`src/hdl/sjcc_pkg.sv`:
```
// Shared types and constants for the servo jog command controller.
// No dependencies; every other file in hdl/ imports this package.
package sjcc_pkg;

    localparam int NUM_JOINTS = 5;
    localparam int JOINT_W    = 3;
    localparam int ANGLE_W    = 15;
    localparam int PULSE_W    = 12;
    localparam int STEP_W     = 16;
    localparam int SLOT_N     = 10;
    localparam int SLOT_IDX_W = 4;
    localparam int IN_DATA_W  = 56;

    localparam logic [ANGLE_W-1:0] ANGLE_MAX   = 15'd18000;
    localparam logic [ANGLE_W-1:0] ANGLE_RESET = 15'd9000;
    localparam logic [ANGLE_W-1:0] ANGLE_GRIP1 = 15'd4500;
    localparam logic [ANGLE_W-1:0] ANGLE_GRIP2 = 15'd9000;

    // Tilt moves in hundredths of a degree
    localparam logic signed [17:0] TILT_BIG   = 18'sd200;
    localparam logic signed [17:0] TILT_SMALL = 18'sd100;

    // Constant reciprocals: x/100, x/180 and x/10 as multiply and shift
    localparam logic [12:0] DEG_RECIP   = 13'd5243;     // 2^19 / 100, rounded up
    localparam logic [20:0] P180_RECIP  = 21'd1491309;  // 2^28 / 180, rounded up
    localparam logic [18:0] TENTH_RECIP = 19'd419431;   // 2^22 / 10, rounded up

    // Configuration register indexes
    localparam logic [2:0] REG_STEP_MIN  = 3'd0;
    localparam logic [2:0] REG_STEP_MAX  = 3'd1;
    localparam logic [2:0] REG_TILT_TH   = 3'd2;
    localparam logic [2:0] REG_PULSE_MIN = 3'd3;
    localparam logic [2:0] REG_PULSE_MAX = 3'd4;

    // Action codes
    localparam logic [2:0] ACT_GRIP45 = 3'd1;
    localparam logic [2:0] ACT_GRIP90 = 3'd2;
    localparam logic [2:0] ACT_PRESET = 3'd4;

    // Write slots, issued lowest first
    localparam logic [SLOT_IDX_W-1:0] SLOT_STEP2 = 4'd0;
    localparam logic [SLOT_IDX_W-1:0] SLOT_STEP0 = 4'd1;
    localparam logic [SLOT_IDX_W-1:0] SLOT_TILT1 = 4'd2;
    localparam logic [SLOT_IDX_W-1:0] SLOT_TILT2 = 4'd3;
    localparam logic [SLOT_IDX_W-1:0] SLOT_TILT3 = 4'd4;
    localparam logic [SLOT_IDX_W-1:0] SLOT_PRE0  = 4'd5;
    localparam logic [SLOT_IDX_W-1:0] SLOT_PRE1  = 4'd6;
    localparam logic [SLOT_IDX_W-1:0] SLOT_PRE2  = 4'd7;
    localparam logic [SLOT_IDX_W-1:0] SLOT_PRE3  = 4'd8;
    localparam logic [SLOT_IDX_W-1:0] SLOT_GRIP  = 4'd9;

    typedef struct packed {
        logic [14:0] step_min;
        logic [14:0] step_max;
        logic [14:0] tilt_th;
        logic [11:0] pulse_min;
        logic [11:0] pulse_max;
    } t_cfg;

    // One classified command
    typedef struct packed {
        logic [SLOT_N-1:0]       slots;
        logic signed [STEP_W-1:0] step2;
        logic [ANGLE_W-1:0]      q0_mag;
        logic                    q0_neg;
        logic                    tilt_neg;
        logic                    grip90;
    } t_cmd;

    // One joint write
    typedef struct packed {
        logic [JOINT_W-1:0] joint;
        logic [ANGLE_W-1:0] angle;
        logic               last;
    } t_write;

endpackage

```
`src/hdl/sjcc_front.sv`:
```
// Front end: registers an incoming command, decides which joint writes it causes
// and scales the joint 0 step. Depends on sjcc_pkg.
module sjcc_front (
    input  logic                  i_clk,
    input  logic                  i_rst_n,
    input  sjcc_pkg::t_cfg        i_cfg,
    input  logic                  i_valid,
    output logic                  o_ready,
    input  logic [55:0]           i_data,
    output logic                  o_push,
    output sjcc_pkg::t_cmd        o_entry,
    input  logic                  i_full
);
    import sjcc_pkg::*;

    logic [2:0]               w_count;
    logic signed [16:0]       w_s2;
    logic signed [16:0]       w_s0;
    logic signed [16:0]       w_tilt;
    logic signed [16:0]       w_th;
    logic [2:0]               w_action;
    logic [16:0]              w_m2;
    logic [16:0]              w_m0;
    logic                     w_ok2;
    logic                     w_ok0;
    logic                     w_tneg;
    logic                     w_tpos;
    logic [SLOT_N-1:0]        w_slots;
    logic                     w_take;
    logic [38:0]              w_prod;

    logic                     r_valid;
    logic [SLOT_N-1:0]        r_slots;
    logic signed [STEP_W-1:0] r_s2;
    logic [19:0]              r_abs9;
    logic                     r_s0_neg;
    logic                     r_tilt_neg;
    logic                     r_grip90;

    always_comb begin
        w_count  = i_data[2:0];
        w_s2     = $signed({i_data[18], i_data[18:3]});
        w_s0     = $signed({i_data[34], i_data[34:19]});
        w_tilt   = $signed({i_data[50], i_data[50:35]});
        w_action = i_data[53:51];
        w_th     = $signed({2'b00, i_cfg.tilt_th});
        w_m2     = w_s2[16] ? 17'(-w_s2) : 17'(w_s2);
        w_m0     = w_s0[16] ? 17'(-w_s0) : 17'(w_s0);
        w_ok2    = (w_m2 >= {2'b00, i_cfg.step_min}) && (w_m2 <= {2'b00, i_cfg.step_max});
        w_ok0    = (w_m0 >= {2'b00, i_cfg.step_min}) && (w_m0 <= {2'b00, i_cfg.step_max});
        w_tneg   = w_tilt < -w_th;
        w_tpos   = w_tilt > w_th;

        w_slots = '0;
        w_slots[SLOT_STEP2] = (w_count >= 3'd1) && w_ok2;
        w_slots[SLOT_STEP0] = (w_count >= 3'd2) && w_ok0;
        w_slots[SLOT_TILT1] = (w_count >= 3'd3) && (w_tneg || w_tpos);
        w_slots[SLOT_TILT2] = w_slots[SLOT_TILT1];
        w_slots[SLOT_TILT3] = w_slots[SLOT_TILT1];
        w_slots[SLOT_PRE0]  = (w_count >= 3'd4) && (w_action == ACT_PRESET);
        w_slots[SLOT_PRE1]  = w_slots[SLOT_PRE0];
        w_slots[SLOT_PRE2]  = w_slots[SLOT_PRE0];
        w_slots[SLOT_PRE3]  = w_slots[SLOT_PRE0];
        w_slots[SLOT_GRIP]  = (w_count >= 3'd4) && ((w_action == ACT_GRIP45) ||
                              (w_action == ACT_GRIP90) || (w_action == ACT_PRESET));
    end

    // Drop commands that write nothing; otherwise wait for queue space
    assign o_ready = !r_valid || !i_full || (r_slots == '0);
    assign w_take  = i_valid && o_ready;
    assign o_push  = r_valid && (r_slots != '0) && !i_full;

    always_ff @(posedge i_clk) begin
        if (!i_rst_n) begin
            r_valid <= 1'b0;
        end else if (w_take) begin
            r_valid <= 1'b1;
        end else if (o_ready) begin
            r_valid <= 1'b0;
        end
    end

    always_ff @(posedge i_clk) begin
        if (w_take) begin
            r_slots    <= w_slots;
            r_s2       <= i_data[18:3];
            r_abs9     <= {w_m0[16:0], 3'b000} + {3'b000, w_m0[16:0]};
            r_s0_neg   <= w_s0[16];
            r_tilt_neg <= w_tneg;
            r_grip90   <= (w_action == ACT_GRIP90);
        end
    end

    // |step0| * 9 / 10, truncated toward zero
    assign w_prod = r_abs9 * TENTH_RECIP;

    always_comb begin
        o_entry.slots    = r_slots;
        o_entry.step2    = r_s2;
        o_entry.q0_mag   = w_prod[36:22];
        o_entry.q0_neg   = r_s0_neg;
        o_entry.tilt_neg = r_tilt_neg;
        o_entry.grip90   = r_grip90;
    end

endmodule

```
`src/hdl/sjcc_queue.sv`:
```
// Short command queue between the front end and the write sequencer.
// Depends on sjcc_pkg.
module sjcc_queue #(
    parameter int DEPTH = 4
) (
    input  logic            i_clk,
    input  logic            i_rst_n,
    input  logic            i_push,
    input  sjcc_pkg::t_cmd  i_entry,
    output logic            o_full,
    input  logic            i_pop,
    output logic            o_empty,
    output sjcc_pkg::t_cmd  o_head
);
    import sjcc_pkg::*;

    localparam int PTR_W = $clog2(DEPTH);
    localparam int CNT_W = $clog2(DEPTH + 1);

    t_cmd             r_mem [DEPTH];
    logic [PTR_W-1:0] r_wr_ptr;
    logic [PTR_W-1:0] r_rd_ptr;
    logic [CNT_W-1:0] r_count;

    assign o_full  = (r_count == CNT_W'(DEPTH));
    assign o_empty = (r_count == '0);
    assign o_head  = r_mem[r_rd_ptr];

    always_ff @(posedge i_clk) begin
        if (i_push) begin
            r_mem[r_wr_ptr] <= i_entry;
        end
    end

    always_ff @(posedge i_clk) begin
        if (!i_rst_n) begin
            r_wr_ptr <= '0;
            r_rd_ptr <= '0;
            r_count  <= '0;
        end else begin
            if (i_push) begin
                r_wr_ptr <= (r_wr_ptr == PTR_W'(DEPTH - 1)) ? '0 : r_wr_ptr + 1'b1;
            end
            if (i_pop) begin
                r_rd_ptr <= (r_rd_ptr == PTR_W'(DEPTH - 1)) ? '0 : r_rd_ptr + 1'b1;
            end
            case ({i_push, i_pop})
                2'b10:   r_count <= r_count + 1'b1;
                2'b01:   r_count <= r_count - 1'b1;
                default: r_count <= r_count;
            endcase
        end
    end

endmodule

```
`src/hdl/sjcc_issue.sv`:
```
// Write sequencer: takes classified commands from the queue, issues one joint
// write per cycle unless stalled; keeps five joint angles. Needs sjcc_pkg.
module sjcc_issue (
    input  logic             i_clk,
    input  logic             i_rst_n,
    input  logic             i_adv,
    input  logic             i_empty,
    input  sjcc_pkg::t_cmd   i_head,
    output logic             o_pop,
    output logic             o_wr_valid,
    output sjcc_pkg::t_write o_wr
);
    import sjcc_pkg::*;

    logic [SLOT_N-1:0]     r_slots;
    t_cmd                  r_cur;
    logic [ANGLE_W-1:0]    r_angle [NUM_JOINTS];

    logic [SLOT_N-1:0]     w_low;
    logic [SLOT_N-1:0]     w_rest;
    logic [SLOT_IDX_W-1:0] w_sel;
    logic                  w_issue;
    logic [JOINT_W-1:0]    w_joint;
    logic [ANGLE_W-1:0]    w_base;
    logic signed [17:0]    w_delta;
    logic signed [17:0]    w_sum;
    logic [ANGLE_W-1:0]    w_angle;

    always_comb begin
        w_low  = r_slots & (~r_slots + 1'b1);
        w_rest = r_slots & ~w_low;
        w_sel  = '0;
        for (int i = 0; i < SLOT_N; i++) begin
            if (w_low[i]) begin
                w_sel = SLOT_IDX_W'(i);
            end
        end
    end

    assign w_issue = i_adv && (r_slots != '0);
    // Refill when idle or on the cycle the last pending write goes out
    assign o_pop   = !i_empty && ((r_slots == '0) || (w_issue && (w_rest == '0)));

    always_comb begin
        w_joint = 3'd0;
        w_base  = '0;
        w_delta = '0;
        case (w_sel)
            SLOT_STEP2: begin
                w_joint = 3'd2;
                w_base  = r_angle[2];
                w_delta = 18'(r_cur.step2);
            end
            SLOT_STEP0: begin
                w_joint = 3'd0;
                w_base  = r_angle[0];
                w_delta = r_cur.q0_neg ? -$signed({3'b000, r_cur.q0_mag})
                                       :  $signed({3'b000, r_cur.q0_mag});
            end
            SLOT_TILT1: begin
                w_joint = 3'd1;
                w_base  = r_angle[1];
                w_delta = r_cur.tilt_neg ? TILT_BIG : -TILT_BIG;
            end
            SLOT_TILT2: begin
                w_joint = 3'd2;
                w_base  = r_angle[2];
                w_delta = r_cur.tilt_neg ? -TILT_BIG : TILT_BIG;
            end
            SLOT_TILT3: begin
                w_joint = 3'd3;
                w_base  = r_angle[3];
                w_delta = r_cur.tilt_neg ? TILT_SMALL : -TILT_SMALL;
            end
            SLOT_PRE0: begin
                w_joint = 3'd0;
            end
            SLOT_PRE1: begin
                w_joint = 3'd1;
            end
            SLOT_PRE2: begin
                w_joint = 3'd2;
                w_delta = $signed({3'b000, ANGLE_MAX});
            end
            SLOT_PRE3: begin
                w_joint = 3'd3;
                w_delta = $signed({3'b000, ANGLE_RESET});
            end
            SLOT_GRIP: begin
                w_joint = 3'd4;
                w_delta = $signed({3'b000, r_cur.grip90 ? ANGLE_GRIP2 : ANGLE_GRIP1});
            end
            default: begin
                w_joint = 3'd0;
            end
        endcase
        w_sum = $signed({3'b000, w_base}) + w_delta;
        if (w_sum < 18'sd0) begin
            w_angle = '0;
        end else if (w_sum > $signed({3'b000, ANGLE_MAX})) begin
            w_angle = ANGLE_MAX;
        end else begin
            w_angle = w_sum[ANGLE_W-1:0];
        end
    end

    assign o_wr_valid = w_issue;
    always_comb begin
        o_wr.joint = w_joint;
        o_wr.angle = w_angle;
        o_wr.last  = (w_rest == '0);
    end

    always_ff @(posedge i_clk) begin
        if (!i_rst_n) begin
            r_slots <= '0;
            for (int j = 0; j < NUM_JOINTS; j++) begin
                r_angle[j] <= ANGLE_RESET;
            end
        end else begin
            if (o_pop) begin
                r_slots <= i_head.slots;
            end else if (w_issue) begin
                r_slots <= w_rest;
            end
            if (w_issue) begin
                r_angle[w_joint] <= w_angle;
            end
        end
    end

    always_ff @(posedge i_clk) begin
        if (o_pop) begin
            r_cur <= i_head;
        end
    end

endmodule

```
`src/hdl/sjcc_pulse.sv`:
```
// Pulse pipeline: maps a joint angle to its servo pulse count in four stages
// (degrees, scale by span, divide by 180, offset). Depends on sjcc_pkg.
module sjcc_pulse (
    input  logic             i_clk,
    input  logic             i_rst_n,
    input  logic             i_adv,
    input  sjcc_pkg::t_cfg   i_cfg,
    input  logic             i_wr_valid,
    input  sjcc_pkg::t_write i_wr,
    output logic             o_valid,
    output logic [2:0]       o_joint,
    output logic [11:0]      o_pulse,
    output logic             o_last
);
    import sjcc_pkg::*;

    logic               r_b_v;
    logic [JOINT_W-1:0] r_b_joint;
    logic               r_b_last;
    logic [27:0]        r_b_prod;

    logic               r_c_v;
    logic [JOINT_W-1:0] r_c_joint;
    logic               r_c_last;
    logic signed [21:0] r_c_prod;

    logic               r_d_v;
    logic [JOINT_W-1:0] r_d_joint;
    logic               r_d_last;
    logic               r_d_neg;
    logic [40:0]        r_d_prod;

    logic               r_e_v;
    logic [JOINT_W-1:0] r_e_joint;
    logic               r_e_last;
    logic [PULSE_W-1:0] r_e_pulse;

    logic signed [12:0] w_diff;
    logic signed [8:0]  w_deg;
    logic signed [21:0] w_cneg;
    logic [19:0]        w_mag;
    logic [12:0]        w_q;
    logic [12:0]        w_pulse;

    always_comb begin
        w_diff  = $signed({1'b0, i_cfg.pulse_max}) - $signed({1'b0, i_cfg.pulse_min});
        w_deg   = $signed({1'b0, r_b_prod[26:19]});
        w_cneg  = -r_c_prod;
        w_mag   = r_c_prod[21] ? w_cneg[19:0] : r_c_prod[19:0];
        w_q     = {1'b0, r_d_prod[39:28]};
        w_pulse = {1'b0, i_cfg.pulse_min} + (r_d_neg ? -w_q : w_q);
    end

    always_ff @(posedge i_clk) begin
        if (!i_rst_n) begin
            r_b_v <= 1'b0;
            r_c_v <= 1'b0;
            r_d_v <= 1'b0;
            r_e_v <= 1'b0;
        end else if (i_adv) begin
            r_b_v <= i_wr_valid;
            r_c_v <= r_b_v;
            r_d_v <= r_c_v;
            r_e_v <= r_d_v;
        end
    end

    always_ff @(posedge i_clk) begin
        if (i_adv) begin
            r_b_joint <= i_wr.joint;
            r_b_last  <= i_wr.last;
            r_b_prod  <= i_wr.angle * DEG_RECIP;

            r_c_joint <= r_b_joint;
            r_c_last  <= r_b_last;
            r_c_prod  <= w_deg * w_diff;

            r_d_joint <= r_c_joint;
            r_d_last  <= r_c_last;
            r_d_neg   <= r_c_prod[21];
            r_d_prod  <= w_mag * P180_RECIP;

            r_e_joint <= r_d_joint;
            r_e_last  <= r_d_last;
            r_e_pulse <= w_pulse[PULSE_W-1:0];
        end
    end

    assign o_valid = r_e_v;
    assign o_joint = r_e_joint;
    assign o_pulse = r_e_pulse;
    assign o_last  = r_e_last;

endmodule

```
`src/hdl/servo_jog_command_controller.sv`:
```
// Servo jog command controller, top level: config registers, front end, queue,
// write sequencer and pulse pipeline. Depends on sjcc_pkg and the sjcc_* modules.
// A command's first write result passes the front-end register, the queue, the
// sequencer's slot register and the pulse pipeline registers before the output.
// Throughput: one command per cycle at the input while the queue has room; one joint
// write per cycle at the output while i_m_tready does not stall it; the sequencer
// takes the next command only with the last write of the current (at most 10 writes).
// Reset: synchronous, active low; restores the register defaults, angles to 90 deg.
module servo_jog_command_controller #(
    parameter int QUEUE_DEPTH = 4
) (
    input  logic        i_clk,
    input  logic        i_rst_n,
    input  logic        i_s_tvalid,
    output logic        o_s_tready,
    // [2:0] field_count, [18:3] joint2_step, [34:19] joint0_step,
    // [50:35] tilt_value, [53:51] action_code, [55:54] zero
    input  logic [55:0] i_s_tdata,
    output logic        o_m_tvalid,
    input  logic        i_m_tready,
    // [11:0] pulse_count, [15:12] zero
    output logic [15:0] o_m_tdata,
    // [2:0] joint_index
    output logic [2:0]  o_m_tuser,
    output logic        o_m_tlast,
    input  logic        i_cfg_valid,
    output logic        o_cfg_ready,
    input  logic [2:0]  i_cfg_index,
    input  logic [14:0] i_cfg_data
);
    import sjcc_pkg::*;

    t_cfg   r_cfg;
    t_cmd   w_entry;
    t_cmd   w_head;
    t_write w_wr;
    logic   w_push;
    logic   w_full;
    logic   w_pop;
    logic   w_empty;
    logic   w_wr_valid;
    logic   w_adv;
    logic   w_valid;
    logic [2:0]  w_joint;
    logic [11:0] w_pulse;
    logic   w_last;

    assign o_cfg_ready = 1'b1;

    always_ff @(posedge i_clk) begin
        if (!i_rst_n) begin
            r_cfg.step_min  <= 15'd50;
            r_cfg.step_max  <= 15'd1000;
            r_cfg.tilt_th   <= 15'd70;
            r_cfg.pulse_min <= 12'd150;
            r_cfg.pulse_max <= 12'd600;
        end else if (i_cfg_valid) begin
            case (i_cfg_index)
                REG_STEP_MIN:  r_cfg.step_min  <= i_cfg_data;
                REG_STEP_MAX:  r_cfg.step_max  <= i_cfg_data;
                REG_TILT_TH:   r_cfg.tilt_th   <= i_cfg_data;
                REG_PULSE_MIN: r_cfg.pulse_min <= i_cfg_data[11:0];
                REG_PULSE_MAX: r_cfg.pulse_max <= i_cfg_data[11:0];
                default:       r_cfg           <= r_cfg;
            endcase
        end
    end

    // Back end moves only when the output register is free or drains
    assign w_adv = !w_valid || i_m_tready;

    sjcc_front u_front (
        .i_clk   (i_clk),
        .i_rst_n (i_rst_n),
        .i_cfg   (r_cfg),
        .i_valid (i_s_tvalid),
        .o_ready (o_s_tready),
        .i_data  (i_s_tdata),
        .o_push  (w_push),
        .o_entry (w_entry),
        .i_full  (w_full)
    );

    sjcc_queue #(
        .DEPTH (QUEUE_DEPTH)
    ) u_queue (
        .i_clk   (i_clk),
        .i_rst_n (i_rst_n),
        .i_push  (w_push),
        .i_entry (w_entry),
        .o_full  (w_full),
        .i_pop   (w_pop),
        .o_empty (w_empty),
        .o_head  (w_head)
    );

    sjcc_issue u_issue (
        .i_clk      (i_clk),
        .i_rst_n    (i_rst_n),
        .i_adv      (w_adv),
        .i_empty    (w_empty),
        .i_head     (w_head),
        .o_pop      (w_pop),
        .o_wr_valid (w_wr_valid),
        .o_wr       (w_wr)
    );

    sjcc_pulse u_pulse (
        .i_clk      (i_clk),
        .i_rst_n    (i_rst_n),
        .i_adv      (w_adv),
        .i_cfg      (r_cfg),
        .i_wr_valid (w_wr_valid),
        .i_wr       (w_wr),
        .o_valid    (w_valid),
        .o_joint    (w_joint),
        .o_pulse    (w_pulse),
        .o_last     (w_last)
    );

    assign o_m_tvalid = w_valid;
    assign o_m_tdata  = {4'b0000, w_pulse};
    assign o_m_tuser  = w_joint;
    assign o_m_tlast  = w_last;

endmodule
```
`config.mk`:
```
export PLATFORM = sky130hd
export DESIGN_NAME = servo_jog_command_controller
export DESIGN_NICKNAME = d
export VERILOG_FILES = /design/src/hdl/sjcc_pkg.sv /design/src/hdl/sjcc_front.sv /design/src/hdl/sjcc_queue.sv /design/src/hdl/sjcc_issue.sv /design/src/hdl/sjcc_pulse.sv /design/src/hdl/servo_jog_command_controller.sv
export SDC_FILE = /design/constraint.sdc
export NUM_CORES = 2
export LEC_CHECK = 0
export ABC_AREA = 1
export BUFFER_PORTS_ARGS = -buffer_cell sky130_fd_sc_hd__buf_2
export CAP_MARGIN = 20
export CELL_PAD_IN_SITES_DETAIL_PLACEMENT = 1
export CELL_PAD_IN_SITES_GLOBAL_PLACEMENT = 2
export CORE_MARGIN = 2
export CORE_UTILIZATION = 42
export CTS_CLUSTER_DIAMETER = 100
export DETAILED_ROUTE_END_ITERATION = 7
export PLACE_DENSITY_LB_ADDON = 0.1
export SLEW_MARGIN = 5
export SYNTH_ARGS = -nofsm -noshare
export SYNTH_HDL_FRONTEND = slang
export SYNTH_SLANG_ARGS = --single-unit
```
`constraint.sdc`:
```
create_clock -name i_clk -period 9.04 [get_ports i_clk]
set_input_delay 0.452 -clock i_clk [delete_from_list [all_inputs] [get_ports i_clk]]
set_output_delay 0.452 -clock i_clk [all_outputs]
set_load 0.01 [all_outputs]
```
==> flow_summary.json <==
{
  "port-buffer-count": 94,
  "min_period_ns": 8.478,
  "drt-pass1-iter-count": 5,
  "yosysWarnings": 0,
  "overflow": 0,
  "met1_usage_pct": 32.43,
  "crit_required_ns": 9.41,
  "clock_skew_ns": 0.04071,
  "post-route-util_pct": 46.67,
  "clkSinkCount": 457,
  "drt_iter0_drc": 1500,
  "fin_nets": 6026,
  "grtUsageMet3_pct": 3.315,
  "drive_gt1_share_pct": 6.508,
  "place.gp.congestion": 0.8934,
  "grt_use_total_pct": 23.43,
  "max_slew_margin_pct": 32.74,
  "row_count": 118,
  "cts.clk_slew.worst_paths_ns": 0.06,
  "dr_total_vias": 32380,
  "io_pins": 102,
  "drc": 0,
  "grt_setup_unrepaired": "false",
  "timing.final.crit_share_pct": 93.79,
  "maxCapViolCount": 0,
  "met2_usage_pct": 38.47,
  "antenna_found_initial": 5,
  "synth_cells": 4766,
  "numCtsBuffers": 54,
  "instances_no_fill": 6329,
  "outcome": "finished clean",
  "multi_input_area_um2": 27300,
  "cp.arrival_ns": 8.85,
  "finalWirelength_mm": 124.0,
  "htree_levels": 2,
  "hpwl_mm": 103.2,
  "syn-cell-area_um2": 44090,
  "cts_tree": "yes",
  "start_util_pct": 42.48,
  "synth_edf_count": 364,
  "seq_area_um2": 12790,
  "grt_pass1_wl_mm": 195.5,
  "tns_ns": 0,
  "worst_setup_path_start_kind": "flip-flop",
  "grt_pass1_vias": 34740,
  "end_kind": "flip-flop",
  "synth_top_area_share_pct": 24.79,
  "synth-seq-cells": 457,
  "min-delay-start": "i_s_tdata[6]",
  "setup-violations-final": 0,
  "fmax_mhz": 117.9,
  "avgSynthCellArea_um2": 9.250,
  "worstHoldPathType": "in2reg",
  "worstMarginPinSlew_ns": 1.005,
  "async_flop_share_pct": 0,
  "die_x_um": 328.0,
  "busiest_layer": "met2",
  "ys.flop_type": "edfxtp_1",
  "grt_max_degree": 81,
  "nFillCells": 11970,
  "ys_types": 56,
  "synth.largest_area_cell": "edfxtp_1",
  "crit_type": "reg2reg",
  "reg2reg_from": "u_issue.r_slots[0]$_SDFFE_PN0P_",
  "dp_cells": 6215,
  "cp_max_fo": 8,
  "cp_slowest_stage_delay_ns": 0.58,
  "maxSlewViolCount": 0,
  "crit_path_start": "u_issue.r_slots[0]$_SDFFE_PN0P_",
  "cts-root-buf": "clkbuf_16",
  "routed_via_density": 5.115,
  "max-clock-path-buffers": 3,
  "hold_ws_ns": 0.05590,
  "die_h_um": 328.0,
  "hold_viol_final": 0,
  "ys_top_cells_by_count": "inv_1, ha_1, nand2_1",
  "yosysSeqAreaShare_pct": 29.02,
  "synth.area.top_cells": "edfxtp_1, fa_1, ha_1",
  "cpMaxStageDelayCell": "fa_1",
  "final_antenna_net_count": 0,
  "insertion_delay_ns": 0.66,
  "coreArea_um2": 103800,
  "post-synth-top-count-cell": "inv_1",
  "dieArea_um2": 107600,
  "area_growth_pct": 9.865,
  "wl_per_cell_um": 19.60
}
[worst max-delay path: cells and delay by family (launching register included)]
| family | cells | cell delay (ns) |
|---|---|---|
| AO/OA/AOI/OAI | 4 | 0.55 |
| XOR/XNOR | 1 | 0.14 |
| adder cells (fa/ha/maj) | 7 | 3.07 |
| buffers and inverters | 12 | 1.28 |
| flip-flops | 1 | 0.37 |
| AND/OR/NAND/NOR | 22 | 2.77 |
[per-stage QoR]
step | area [um2] | setup slack, ns
6_report | 48440 | 0.5615
3_5_place_dp | 46390 | 0.1696
5_1_grt | 48430 | 0.003651
4_1_cts | 48210 | 0.1107
2_1_floorplan | 44100 | 1.511
3_3_place_gp | 46390 | 0.2422
[per-layer routing]
layer,wire length [um],share of wire (%)
met5,23,0.019
met4,3333,2.7
met3,4770,3.8
met2,57150,46
met1,58750,47
[flip-flops by register name, indices dropped and copies added, names as in the netlist, 5 cells and up, named ones only]
| register | cells |
|---|---|
| u_queue.r_mem | 156 |
| r_cfg | 69 |
| u_issue.r_angle | 60 |
| u_issue.r_cur | 34 |
| u_pulse.r_c_prod | 21 |
| u_front.r_abs9 | 20 |
| u_front.r_s2 | 16 |
| u_pulse.o_pulse | 12 |
| u_pulse.r_d_prod | 12 |
| u_issue.r_slots | 10 |
| u_pulse.r_b_prod | 8 |
| u_front.r_slots | 5 |
[cell usage in the layout, fill, tap and decap left out, types with 92 or more instances in the layout]
cell type | netlist | layout
a21oi_1 | 258 | 258
buf_2 | 0 | 94
dfxtp_1 | 93 | 92
edfxtp_1 | 364 | 364
fa_1 | 419 | 419
ha_1 | 626 | 619
inv_1 | 1034 | 1028
nand2_1 | 588 | 584
nand3_1 | 108 | 107
nor2_1 | 410 | 403
o21ai_0 | 245 | 244
xor2_1 | 120 | 120
[final timing paths]
path | to | slack (ns) | cells after the start
setup reg to reg | u_pulse.r_b_prod[24]$_DFFE_PN_ | 0.56 | 46
hold reg to reg | u_pulse.r_c_joint[2]$_DFFE_PN_ | 0.42 | 0
setup / recovery | u_pulse.r_b_prod[24]$_DFFE_PN_ | 0.56 | 46
hold / removal | u_front.r_s2[3]$_DFFE_PP_ | 0.06 | 1
[what timing repair did]
item                                   in CTS  in global routing
endpoints found under the hold margin       3                  0
resized for setup                           0                 31
hold buffers                                3                  0
buffers inserted                            0                  8
setup endpoints to repair                   0                  8
[cell families after synthesis]
family / synth area share [%]
XOR/XNOR: 3.437
buffers and inverters: 9.550
other: 0.01703
adder cells (fa/ha/maj): 36.79
AO/OA/AOI/OAI: 8.903
AND/OR/NAND/NOR: 12.29
flip-flops: 29.02
[final cells by class]
cell class | instances | share of cell area, %
timing repair buffer | 150 | 1.855
clock buffer | 63 | 2.945
inverter | 1042 | 8.098
tap | 1380 | 3.565
multi-input combinational | 3197 | 56.36
sequential | 457 | 26.41
antenna | 1 | 0.005166
clock inverter | 39 | 0.7569
Power is not shown: default switching activity piles up to over one toggle a cycle in this logic, so the estimate is an artifact.
